--- src/rtl/cir_ram.sv ---
// Generic single-write, single-read RAM with registered read data.
`default_nettype none
module cir_ram #(
  parameter int WIDTH = 8,
  parameter int DEPTH = 4
) (
  input  wire logic                     clk,
  input  wire logic                     we,
  input  wire logic [$clog2(DEPTH)-1:0] waddr,
  input  wire logic [WIDTH-1:0]         wdata,
  input  wire logic [$clog2(DEPTH)-1:0] raddr,
  output logic      [WIDTH-1:0]         rdata
);

  logic [WIDTH-1:0] mem_r [DEPTH];
  logic [WIDTH-1:0] rdata_r;

  always_ff @(posedge clk) begin
    if (we) begin
      mem_r[waddr] <= wdata;
    end
    rdata_r <= mem_r[raddr];
  end

  assign rdata = rdata_r;

endmodule
`default_nettype wire

--- config.mk ---
export PLATFORM = sky130hd
export DESIGN_NAME = cir_ram
export DESIGN_NICKNAME = d
export VERILOG_FILES = /design/src/rtl/cir_ram.sv
export SDC_FILE = /design/constraint.sdc
export NUM_CORES = 1
export LEC_CHECK = 0
export ABC_AREA = 1
export BUFFER_PORTS_ARGS = -buffer_cell sky130_fd_sc_hd__buf_4
export CAP_MARGIN = 20
export CORE_MARGIN = 2
export CORE_UTILIZATION = 30
export DETAILED_ROUTE_END_ITERATION = 6
export GPL_TIMING_DRIVEN = 1
export PLACE_DENSITY = 0.51
export SYNTH_ARGS = -nofsm -noshare
export SYNTH_HDL_FRONTEND = slang
export SYNTH_SLANG_ARGS = --single-unit
--- constraint.sdc ---
create_clock -name clk -period 3.11 [get_ports clk]
set_clock_uncertainty 0.05 [all_clocks]
set_input_delay 0.4665 -clock clk [delete_from_list [all_inputs] [get_ports clk]]
set_output_delay 0.4665 -clock clk [all_outputs]
set_load 0.02 [all_outputs]
==> impl_metrics.prom <==
# TYPE chip_impl_metric gauge
chip_impl_metric{name="drtAntennaViolNets",unit=""} 0
chip_impl_info{name="critical_path_class",value="input port to register"} 1
chip_impl_info{name="cts_tree",value="done"} 1
chip_impl_info{name="worst_hold_path_type",value="input port to register"} 1
chip_impl_metric{name="global_routing_met3_resource_utilization",unit="%"} 4.50
chip_impl_metric{name="grt_first_pass_wirelength",unit="mm"} 4.58
chip_impl_info{name="gr-max-usage-layer",value="met2"} 1
chip_impl_metric{name="timing.critical_path.fanout_max",unit=""} 8
chip_impl_metric{name="synthesis.area_per_instance",unit="um2"} 11.0
chip_impl_metric{name="transition_time_at_the_pin_with_the_least_slew_margin",unit="ps"} 1050
chip_impl_metric{name="numClockSinks",unit=""} 40
chip_impl_metric{name="max_cap_viol_count",unit=""} 0
chip_impl_metric{name="floorplan.initialDensity",unit="%"} 30.7
chip_impl_metric{name="synthCells",unit=""} 141
chip_impl_metric{name="setup.reg_to_reg.worst_slack",unit="ps"} 2330
chip_impl_metric{name="required",unit="ps"} 2970
chip_impl_metric{name="dp_hpwl",unit="mm"} 2.11
chip_impl_metric{name="clk-insertion-delay-late",unit="ps"} 290
chip_impl_metric{name="wl",unit="mm"} 2.90
chip_impl_metric{name="hold_buffers_post_cts",unit=""} 0
chip_impl_info{name="end_kind",value="register"} 1
chip_impl_metric{name="post_cts_resize_count",unit=""} 0
chip_impl_metric{name="fin_setup_tns",unit="ps"} 0
chip_impl_metric{name="drt-vias-per-instance",unit=""} 4.00
chip_impl_metric{name="instance_count_after_placement_with_tap_cells_included",unit=""} 230
chip_impl_metric{name="finish.cell_count_without_fillers",unit=""} 239
chip_impl_metric{name="area.growth.synth_to_final",unit="%"} 21.0
chip_impl_metric{name="post_drt_wl_per_cell",unit="um"} 12.2
chip_impl_metric{name="powerDensity",unit="nW/um2"} 570
chip_impl_metric{name="core_area",unit="um2"} 5040
chip_impl_metric{name="ys_ff_latch",unit=""} 40
chip_impl_metric{name="report.final.slew_viol_count",unit=""} 0
chip_impl_metric{name="synth.cell_area",unit="um2"} 1550
chip_impl_metric{name="synth_seq_area_share",unit="%"} 72.4
chip_impl_metric{name="via_count_of_the_first_global_routing_pass",unit=""} 974
chip_impl_metric{name="yosys_warnings",unit=""} 0
chip_impl_metric{name="internal_power",unit="mW"} 0.825
chip_impl_metric{name="die_area",unit="um2"} 5750
chip_impl_metric{name="whs_path_depth",unit=""} 1
chip_impl_metric{name="die_w",unit="um"} 75.8
chip_impl_metric{name="cp.arrival",unit="ps"} 1440
chip_impl_metric{name="route.vias.total",unit=""} 955
chip_impl_metric{name="synth.net_count",unit=""} 155
chip_impl_info{name="worst_hold_startpoint",value="wdata[4]"} 1
chip_impl_metric{name="switching_share",unit="%"} 22.7
chip_impl_metric{name="pin_count",unit=""} 22
chip_impl_metric{name="final_nets",unit=""} 182
chip_impl_metric{name="finalWeightedCongestion",unit=""} 0.733
chip_impl_metric{name="comb_power_share",unit="%"} 9.0
chip_impl_metric{name="drcViolationCount",unit=""} 0
chip_impl_metric{name="max_slew_margin",unit="%"} 29.4
chip_impl_metric{name="cts.path.max_buffers",unit=""} 2
chip_impl_metric{name="grt_antenna_before_repair",unit=""} 0
chip_impl_info{name="outcome",value="completed"} 1
chip_impl_metric{name="achievable-frequency",unit="MHz"} 634
chip_impl_metric{name="post-route-min-period",unit="ps"} 1580
chip_impl_metric{name="io_buffers",unit=""} 21
chip_impl_metric{name="power.net_switching",unit="mW"} 0.242
chip_impl_metric{name="period_share",unit="%"} 50.7
chip_impl_metric{name="worstRegToRegCells",unit=""} 4
chip_impl_metric{name="vdd_drop_max",unit="uV"} 324
chip_impl_metric{name="clkTransAtPathRegs",unit="ps"} 80
chip_impl_info{name="critical_r2r_launch",value="mem_r[1][2]$_DFFE_PP_"} 1
chip_impl_metric{name="number_of_failing_setup_endpoints_in_the_final_timing_report",unit=""} 0
chip_impl_metric{name="fp-row-count",unit=""} 26
chip_impl_metric{name="global_route.usage.met2",unit="%"} 21.3
chip_impl_info{name="clock_root_buffer",value="sky130_fd_sc_hd__clkbuf_8"} 1
chip_impl_metric{name="cellLeakagePower",unit="nW"} 0.865
chip_impl_metric{name="grt.total_usage",unit="%"} 11.5
chip_impl_metric{name="total_power",unit="mW"} 1.07
chip_impl_metric{name="drt_initial_violations",unit=""} 44
chip_impl_metric{name="post-cts-setup-buffer-count",unit=""} 0
chip_impl_metric{name="h-tree-depth",unit=""} 2
chip_impl_info{name="kind_of_start_point_of_the_critical_path",value="input port"} 1
chip_impl_metric{name="fillers",unit=""} 506
chip_impl_metric{name="final-hold-violation-count",unit=""} 0
chip_impl_metric{name="fraction_of_final_layout_cells_with_drive_strength_greater_than_1",unit="%"} 19.5
chip_impl_metric{name="first_pass_iters",unit=""} 4
chip_impl_metric{name="gr_overflow_total",unit=""} 0
chip_impl_metric{name="die_height",unit="um"} 75.8
chip_impl_metric{name="number_of_antenna_repair_diodes",unit=""} 0
chip_impl_metric{name="groute.layer.met1.usage",unit="%"} 11.6
chip_impl_metric{name="numCtsBuffers",unit=""} 5
chip_impl_metric{name="grt_max_degree",unit=""} 18
chip_impl_info{name="grt_setup_unrepaired",value="false"} 1
chip_impl_info{name="regToRegEndpoint",value="rdata[2]$_DFF_P_"} 1
chip_impl_metric{name="synth.distinct_cells",unit=""} 10
chip_impl_metric{name="clock_power_share",unit="%"} 33.1
chip_impl_metric{name="seq_power_share",unit="%"} 57.8
chip_impl_info{name="worst_hold_path.endpoint",value="mem_r[3][4]$_DFFE_PP_"} 1
==> layout by cell type, fill, tap and decap left out, drive strengths merged <==
cell type  count
clkbuf         7
nand2         40
nand3         16
dfxtp          8
buf           23
inv           37
edfxtp        32
clkinv         2
nor3           4
==> power by group through the flow <==
| stage | registers [mW] | logic, mW | clock network, mW |
|---|---|---|---|
| CTS | 0.617 | 0.0986 | 0.363 |
| detailed placement | 0.629 | 0.0983 | 0 |
| global placement | 0.629 | 0.0971 | 0 |
| global route | 0.620 | 0.108 | 0.388 |
| finish | 0.617 | 0.0965 | 0.354 |
| floorplan | 0.641 | 0.0411 | 0 |
==> through the flow <==
step                area [um2]  util (%)  worst slack [ps]  hold slack [ps]
floorplan                 1550         -              1530              449
global placement          1770      35.2              1280              483
detailed placement        1770      35.2              1210              489
CTS                       1870      37.0              1530              330
global route              1870      37.1              1460              315
finish                    1870      37.1              1530              333
==> final cells by class <==
type	count	area, um2	area share, %
Inverter	37	141	7.55
Multi-Input combinational cell	60	250	13.4
Clock buffer	6	82.6	4.41
Tap cell	70	87.6	4.68
Timing Repair Buffer	24	180	9.62
Clock inverter	2	10.0	0.534
Sequential cell	40	1120	59.9
==> layer usage <==
| layer | wire [um] | part of all wire (%) | vias to the layer above |
|---|---|---|---|
| met5 | 0 | 0 | - |
| met1 | 1130 | 39 | 443 |
| li1 | - | - | 491 |
| met2 | 1600 | 55 | 17 |
| met4 | 44 | 1.5 | 0 |
| met3 | 123 | 4.2 | 4 |
==> flip-flops by register name, summed over array words and instances (netlist names) <==
register,count
rdata,8
mem_r,32
==> cell families after synthesis <==
family	Yosys count	share of synthesized area, %
buffers and inverters	41	11.4
flip-flops	40	72.4
AND/OR/NAND/NOR	60	16.2
==> worst max-delay path by stage <==
stage	depth (start not counted)	slack, ps	endpoint	start
after floorplan	2	1530	mem_r[3][0]$_DFFE_PP_	waddr[0]
after global placement	2	1280	mem_r[0][6]$_DFFE_PP_	waddr[0]
after detailed placement	3	1210	mem_r[1][0]$_DFFE_PP_	waddr[0]
after CTS	3	1530	mem_r[1][0]$_DFFE_PP_	waddr[0]
after global routing	3	1460	mem_r[1][7]$_DFFE_PP_	waddr[0]
final	3	1530	mem_r[1][0]$_DFFE_PP_	waddr[0]
==> critical path, stage by stage <==
cell	delay, ps
sky130_fd_sc_hd__buf_4	90
sky130_fd_sc_hd__inv_1	50
sky130_fd_sc_hd__nor3_1	830
==> cells in the mapped netlist, drive strengths merged <==
master / n / area, um2
nand3: 16 / 80.1
nor3: 4 / 20.0
inv: 37 / 141
dfxtp: 8 / 160
buf: 4 / 35.0
edfxtp: 32 / 961
nand2: 40 / 150
(Power assumes the default switching activity.)
