File: src/rtl/cir_pkg.sv
// Shared types, codes and helpers for the contact impulse resolver.
`default_nettype none
package cir_pkg;

  localparam logic [1:0] OP_WRITE   = 2'd0;
  localparam logic [1:0] OP_CONTACT = 2'd1;
  localparam logic [1:0] OP_READ    = 2'd2;

  localparam logic [2:0] ATTR_POS_X = 3'd0;
  localparam logic [2:0] ATTR_POS_Y = 3'd1;
  localparam logic [2:0] ATTR_VEL_X = 3'd2;
  localparam logic [2:0] ATTR_VEL_Y = 3'd3;
  localparam logic [2:0] ATTR_IMASS = 3'd4;

  localparam int MUL_W  = 34;
  localparam int PROD_W = 2 * MUL_W;
  localparam int DVD_W  = 64;
  localparam int DVS_W  = 32;
  localparam int QUO_W  = 34;

  typedef struct packed {
    logic [1:0]         operation;
    logic [5:0]         first_index;
    logic [5:0]         second_index;
    logic               second_present;
    logic [2:0]         attribute;
    logic signed [31:0] value;
    logic signed [15:0] normal_x;
    logic signed [15:0] normal_y;
    logic [15:0]        restitution;
    logic signed [31:0] penetration;
  } in_t;

  typedef struct packed {
    logic [5:0]         body_index;
    logic signed [31:0] position_x;
    logic signed [31:0] position_y;
    logic signed [31:0] velocity_x;
    logic signed [31:0] velocity_y;
    logic [30:0]        inverse_mass;
    logic               impulse_applied;
    logic               bodies_moved;
  } out_t;

  typedef struct packed {
    logic signed [31:0] pos_x;
    logic signed [31:0] pos_y;
    logic signed [31:0] vel_x;
    logic signed [31:0] vel_y;
    logic [30:0]        inv_mass;
  } body_t;

  function automatic logic signed [31:0] sat32(input logic signed [PROD_W-1:0] x);
    if ((&x[PROD_W-1:31]) || !(|x[PROD_W-1:31])) begin
      return x[31:0];
    end
    return x[PROD_W-1] ? 32'sh80000000 : 32'sh7fffffff;
  endfunction

endpackage
`default_nettype wire

File: src/rtl/cir_div.sv
// Radix-2 restoring divider, one quotient bit per cycle.
`default_nettype none
module cir_div (
  input  wire logic                      clk,
  input  wire logic                      rst_n,
  input  wire logic                      start,
  input  wire logic [cir_pkg::DVD_W-1:0] dividend,
  input  wire logic [cir_pkg::DVS_W-1:0] divisor,
  output logic                           done,
  output logic      [cir_pkg::QUO_W-1:0] quotient
);

  localparam int CNT_W = $clog2(cir_pkg::QUO_W + 1);

  logic [cir_pkg::DVS_W-1:0] rem_r, rem_nxt;
  logic [cir_pkg::QUO_W-1:0] quo_r, quo_nxt;
  logic [CNT_W-1:0]          cnt_r, cnt_nxt;
  logic                      busy_r, busy_nxt;
  logic                      done_r, done_nxt;
  logic [cir_pkg::DVS_W:0]   trial;
  logic                      ge;

  // quotient is known to fit QUO_W bits, so the upper dividend bits seed the remainder
  always_comb begin
    trial    = {rem_r, quo_r[cir_pkg::QUO_W-1]};
    ge       = trial >= {1'b0, divisor};
    rem_nxt  = rem_r;
    quo_nxt  = quo_r;
    cnt_nxt  = cnt_r;
    busy_nxt = busy_r;
    done_nxt = 1'b0;
    if (start) begin
      rem_nxt  = cir_pkg::DVS_W'(dividend[cir_pkg::DVD_W-1:cir_pkg::QUO_W]);
      quo_nxt  = dividend[cir_pkg::QUO_W-1:0];
      cnt_nxt  = CNT_W'(cir_pkg::QUO_W);
      busy_nxt = 1'b1;
    end else if (busy_r) begin
      rem_nxt = ge ? cir_pkg::DVS_W'(trial - {1'b0, divisor}) : trial[cir_pkg::DVS_W-1:0];
      quo_nxt = {quo_r[cir_pkg::QUO_W-2:0], ge};
      cnt_nxt = cnt_r - 1'b1;
      if (cnt_r == CNT_W'(1)) begin
        busy_nxt = 1'b0;
        done_nxt = 1'b1;
      end
    end
  end

  always_ff @(posedge clk) begin
    if (!rst_n) begin
      busy_r <= 1'b0;
      done_r <= 1'b0;
      cnt_r  <= '0;
    end else begin
      busy_r <= busy_nxt;
      done_r <= done_nxt;
      cnt_r  <= cnt_nxt;
    end
  end

  always_ff @(posedge clk) begin
    rem_r <= rem_nxt;
    quo_r <= quo_nxt;
  end

  assign done     = done_r;
  assign quotient = quo_r;

endmodule
`default_nettype wire

File: config.mk
export PLATFORM = sky130hd
export DESIGN_NAME = cir_div
export DESIGN_NICKNAME = d
export VERILOG_FILES = /design/src/rtl/cir_pkg.sv /design/src/rtl/cir_div.sv
export SDC_FILE = /design/constraint.sdc
export NUM_CORES = 1
export LEC_CHECK = 0
export ABC_CLOCK_PERIOD_IN_PS = 4910
export BUFFER_PORTS_ARGS = -buffer_cell sky130_fd_sc_hd__buf_2
export CAP_MARGIN = 20
export CELL_PAD_IN_SITES_DETAIL_PLACEMENT = 1
export CELL_PAD_IN_SITES_GLOBAL_PLACEMENT = 1
export CORE_UTILIZATION = 44
export CTS_CLUSTER_SIZE = 12
export DETAILED_ROUTE_END_ITERATION = 6
export GPL_TIMING_DRIVEN = 1
export PLACE_DENSITY_LB_ADDON = 0.1
export SETUP_SLACK_MARGIN = 0.02
export SLEW_MARGIN = 20
export SYNTH_ARGS = -nofsm -noshare
export SYNTH_HDL_FRONTEND = slang
export SYNTH_SLANG_ARGS = --single-unit
File: constraint.sdc
create_clock -name clk -period 4.91 [get_ports clk]
set_input_delay 0.7365 -clock clk [delete_from_list [all_inputs] [get_ports clk]]
set_output_delay 0.7365 -clock clk [all_outputs]
set_load 0.01 [all_outputs]
==> flow_metrics.tcl <==
set metrics [dict create \
    viasPerCell 5.67 \
    gp_congestion 0.823 \
    hpwl_um 11100 \
    die_x_um 112 \
    synth_warnings 0 \
    cp_top_family "compound AO/OA/AOI/OAI gates" \
    cts_sinks 74 \
    hold_end "rem_r[30]" \
    synth_enable_flop_cells 64 \
    cp-end-kind "register" \
    grt_max_degree 59 \
    synth_nets 698 \
    grt_overflow_total 0 \
    crit_buf_inv 2 \
    num_io_pins 134 \
    die_height_um 112 \
    drive_gt1_share_pct 29.1 \
    power_uw 2550 \
    ant_nets 0 \
    rsz0062_at_grt "no" \
    crit_required_ns 5.00 \
    first_pass_iters 6 \
    drt_wl_total_um 15200 \
    syn2layout_area_growth_pct 20.1 \
    clockBufferDepth 2 \
    ir_worst_vdd_mv 0.245 \
    ctsHoldBuffers 0 \
    ff2ff_path_depth 12 \
    syn_avg_cell_area_um2 9.38 \
    whs_path_depth 1 \
    max-slew-margin-rel_pct 45.5 \
    post_cts_resized 0 \
    layout_commonest_cell "buf_2" \
    row_count 39 \
    ctsHtreeMaxLevel 3 \
    grtUsageTotal_pct 25.3 \
    tightest_slew_ns 0.818 \
    critPathMaxStageDelay_ns 0.49 \
    cts_tree "yes" \
    final.period_utilization_pct 67.6 \
    root_buffer "clkbuf_16" \
    async_reset_ff_share_pct 0 \
    whs_ns 0.522 \
    worstPathArrival_ns 3.41 \
    fmax_ghz 0.301 \
    dr.first_iter.drc_count 178 \
    synth_ff_type "edfxtp_1" \
    cts-buffers-inserted 9 \
    drv_slew 0 \
    critPathKind "reg2reg" \
    max_cap_violations 0 \
    fin_util_pct 54.9 \
    worstSkewPairLatency_ns 0.34 \
    setup_tns_ns 0 \
    p_per_area_mw_per_mm2 402 \
    violations "DRC" \
    crit_chain "inv_1 -> ha_1 -> inv_1 -> fa_1 -> a21o_1 -> a221oi_1 -> or2_2 -> a21oi_1 -> o21ai_0 -> a2111oi_0 -> o31ai_1 -> a2bb2oi_1" \
    hold_path_class "reg2reg" \
    worstPathMaxFanout 4 \
    synth_seq_cells 74 \
    stdcell_area_mm2 0.00635 \
    p_leak_uw 0.00279 \
    dieArea_mm2 0.0125 \
    setup_viol 0 \
    wire_per_inst_um 18.2 \
    synth_cell_type_count 62 \
    startpoint "quotient[33]" \
    placement.io_buffers 133 \
    start_kind "register" \
    synth.yosys.seq_area_share_pct 40.1 \
    nets 823 \
    num_vias 4747 \
    syn-instance-count 564 \
    min_from "rem_r[30]" \
    grt_pass1_vias 5275 \
    post_cts_buffers 0 \
    place_area_mm2 0.00606 \
    diodes 0 \
    antenna_found_initial 0 \
    drc 5 \
    period_needed_ns 3.32 \
    syn_area_mm2 0.00529 \
    hold_viol 0 \
    core_area_mm2 0.0116 \
    ff2ff_setup_slack_ns 1.59 \
    grt_pass1_wl_um 25000 \
    path_common_cell "inv_1" \
    status "finished with violations" \
    clock_skew_ns 0.00738 \
    initial_core_util_pct 45.7 \
    rr_endpoint "rem_r[20]" \
    clk_pin_slew_worst_paths_ns 0.06 \
    rr_startpoint "quotient[33]" \
    layout_common_cells "buf_2, edfxtp_1, nand2_1" \
    cp_slowest_cell "edfxtp_1" \
]
[per-stage QoR]
step                      instances  setup slack, ns
after floorplan                 564             1.62
after global placement          821             1.40
after detailed placement        821             1.28
after CTS                       837             1.62
after global routing            837             1.31
final                           837             1.59
[worst register-to-register path, stage by stage, from the launching register on]
cell       delay, ns
edfxtp_1        0.49
inv_1           0.10
ha_1            0.17
inv_1           0.06
fa_1            0.42
a21o_1          0.22
a221oi_1        0.44
or2_2           0.23
a21oi_1         0.09
o21ai_0         0.31
a2111oi_0       0.17
o31ai_1         0.28
a2bb2oi_1       0.10
[worst max path at each step]
stage | end | slack, ns | depth (start not counted)
6_report | rem_r[20] | 1.59 | 12
5_1_grt | rem_r[20] | 1.31 | 12
4_1_cts | rem_r[27] | 1.62 | 11
3_5_place_dp | rem_r[27] | 1.28 | 11
3_3_place_gp | rem_r[30] | 1.40 | 11
2_1_floorplan | quotient[0] | 1.62 | 5
[routing by layer]
metal	vias up	global-route usage (%)	share of wire, %
met3	18	4.84	4.9
met4	0	8.65	1.4
met2	124	46.6	51
met5	-	0	0
met1	2285	29.1	43
li1	2320	-	-
[flip-flops by register name, indices dropped and copies added, names as in the netlist]
signal	flops
rem_r	32
busy_r	1
cnt_r	6
quotient	34
done	1
[area by class of cell]
| type | count | area, um2 |
|---|---|---|
| clock inverter | 5 | 63.8 |
| multi-input combinational | 419 | 2880 |
| clock buffer | 11 | 233 |
| timing repair buffer | 136 | 688 |
| sequential | 74 | 2120 |
| inverter | 49 | 184 |
| tap | 143 | 179 |
| fill | 1381 | 5210 |
[cells in the mapped netlist, drive strengths merged, types with 11 or more instances]
| library cell | n | area (um2) |
|---|---|---|
| inv | 49 | 184 |
| mux2 | 36 | 405 |
| a31oi | 20 | 125 |
| ha | 34 | 425 |
| nand3 | 24 | 130 |
| a21oi | 47 | 239 |
| nor2 | 43 | 161 |
| nand2 | 55 | 209 |
| clkbuf | 12 | 45.0 |
| o21ai | 25 | 129 |
| edfxtp | 64 | 1920 |
| nor3 | 18 | 100 |
| xnor2 | 11 | 96.3 |
[power breakdown]
group	total, uW	internal (uW)	switching [uW]
clock	679	398	281
sequential	867	807	59.8
combinational	1010	400	607
total	2550	1600	947
[logic make-up after synthesis]
| family | Yosys count | share of synthesized area [%] |
|---|---|---|
| AND/OR/NAND/NOR | 176 | 15.8 |
| multiplexers | 39 | 8.23 |
| flip-flops | 74 | 40.1 |
| adder cells (fa/ha/maj) | 35 | 8.42 |
| buffers and inverters | 71 | 5.35 |
| AO/OA/AOI/OAI | 148 | 18.6 |
| XOR/XNOR | 21 | 3.48 |
Note: power is estimated with default switching activity, not from simulation.
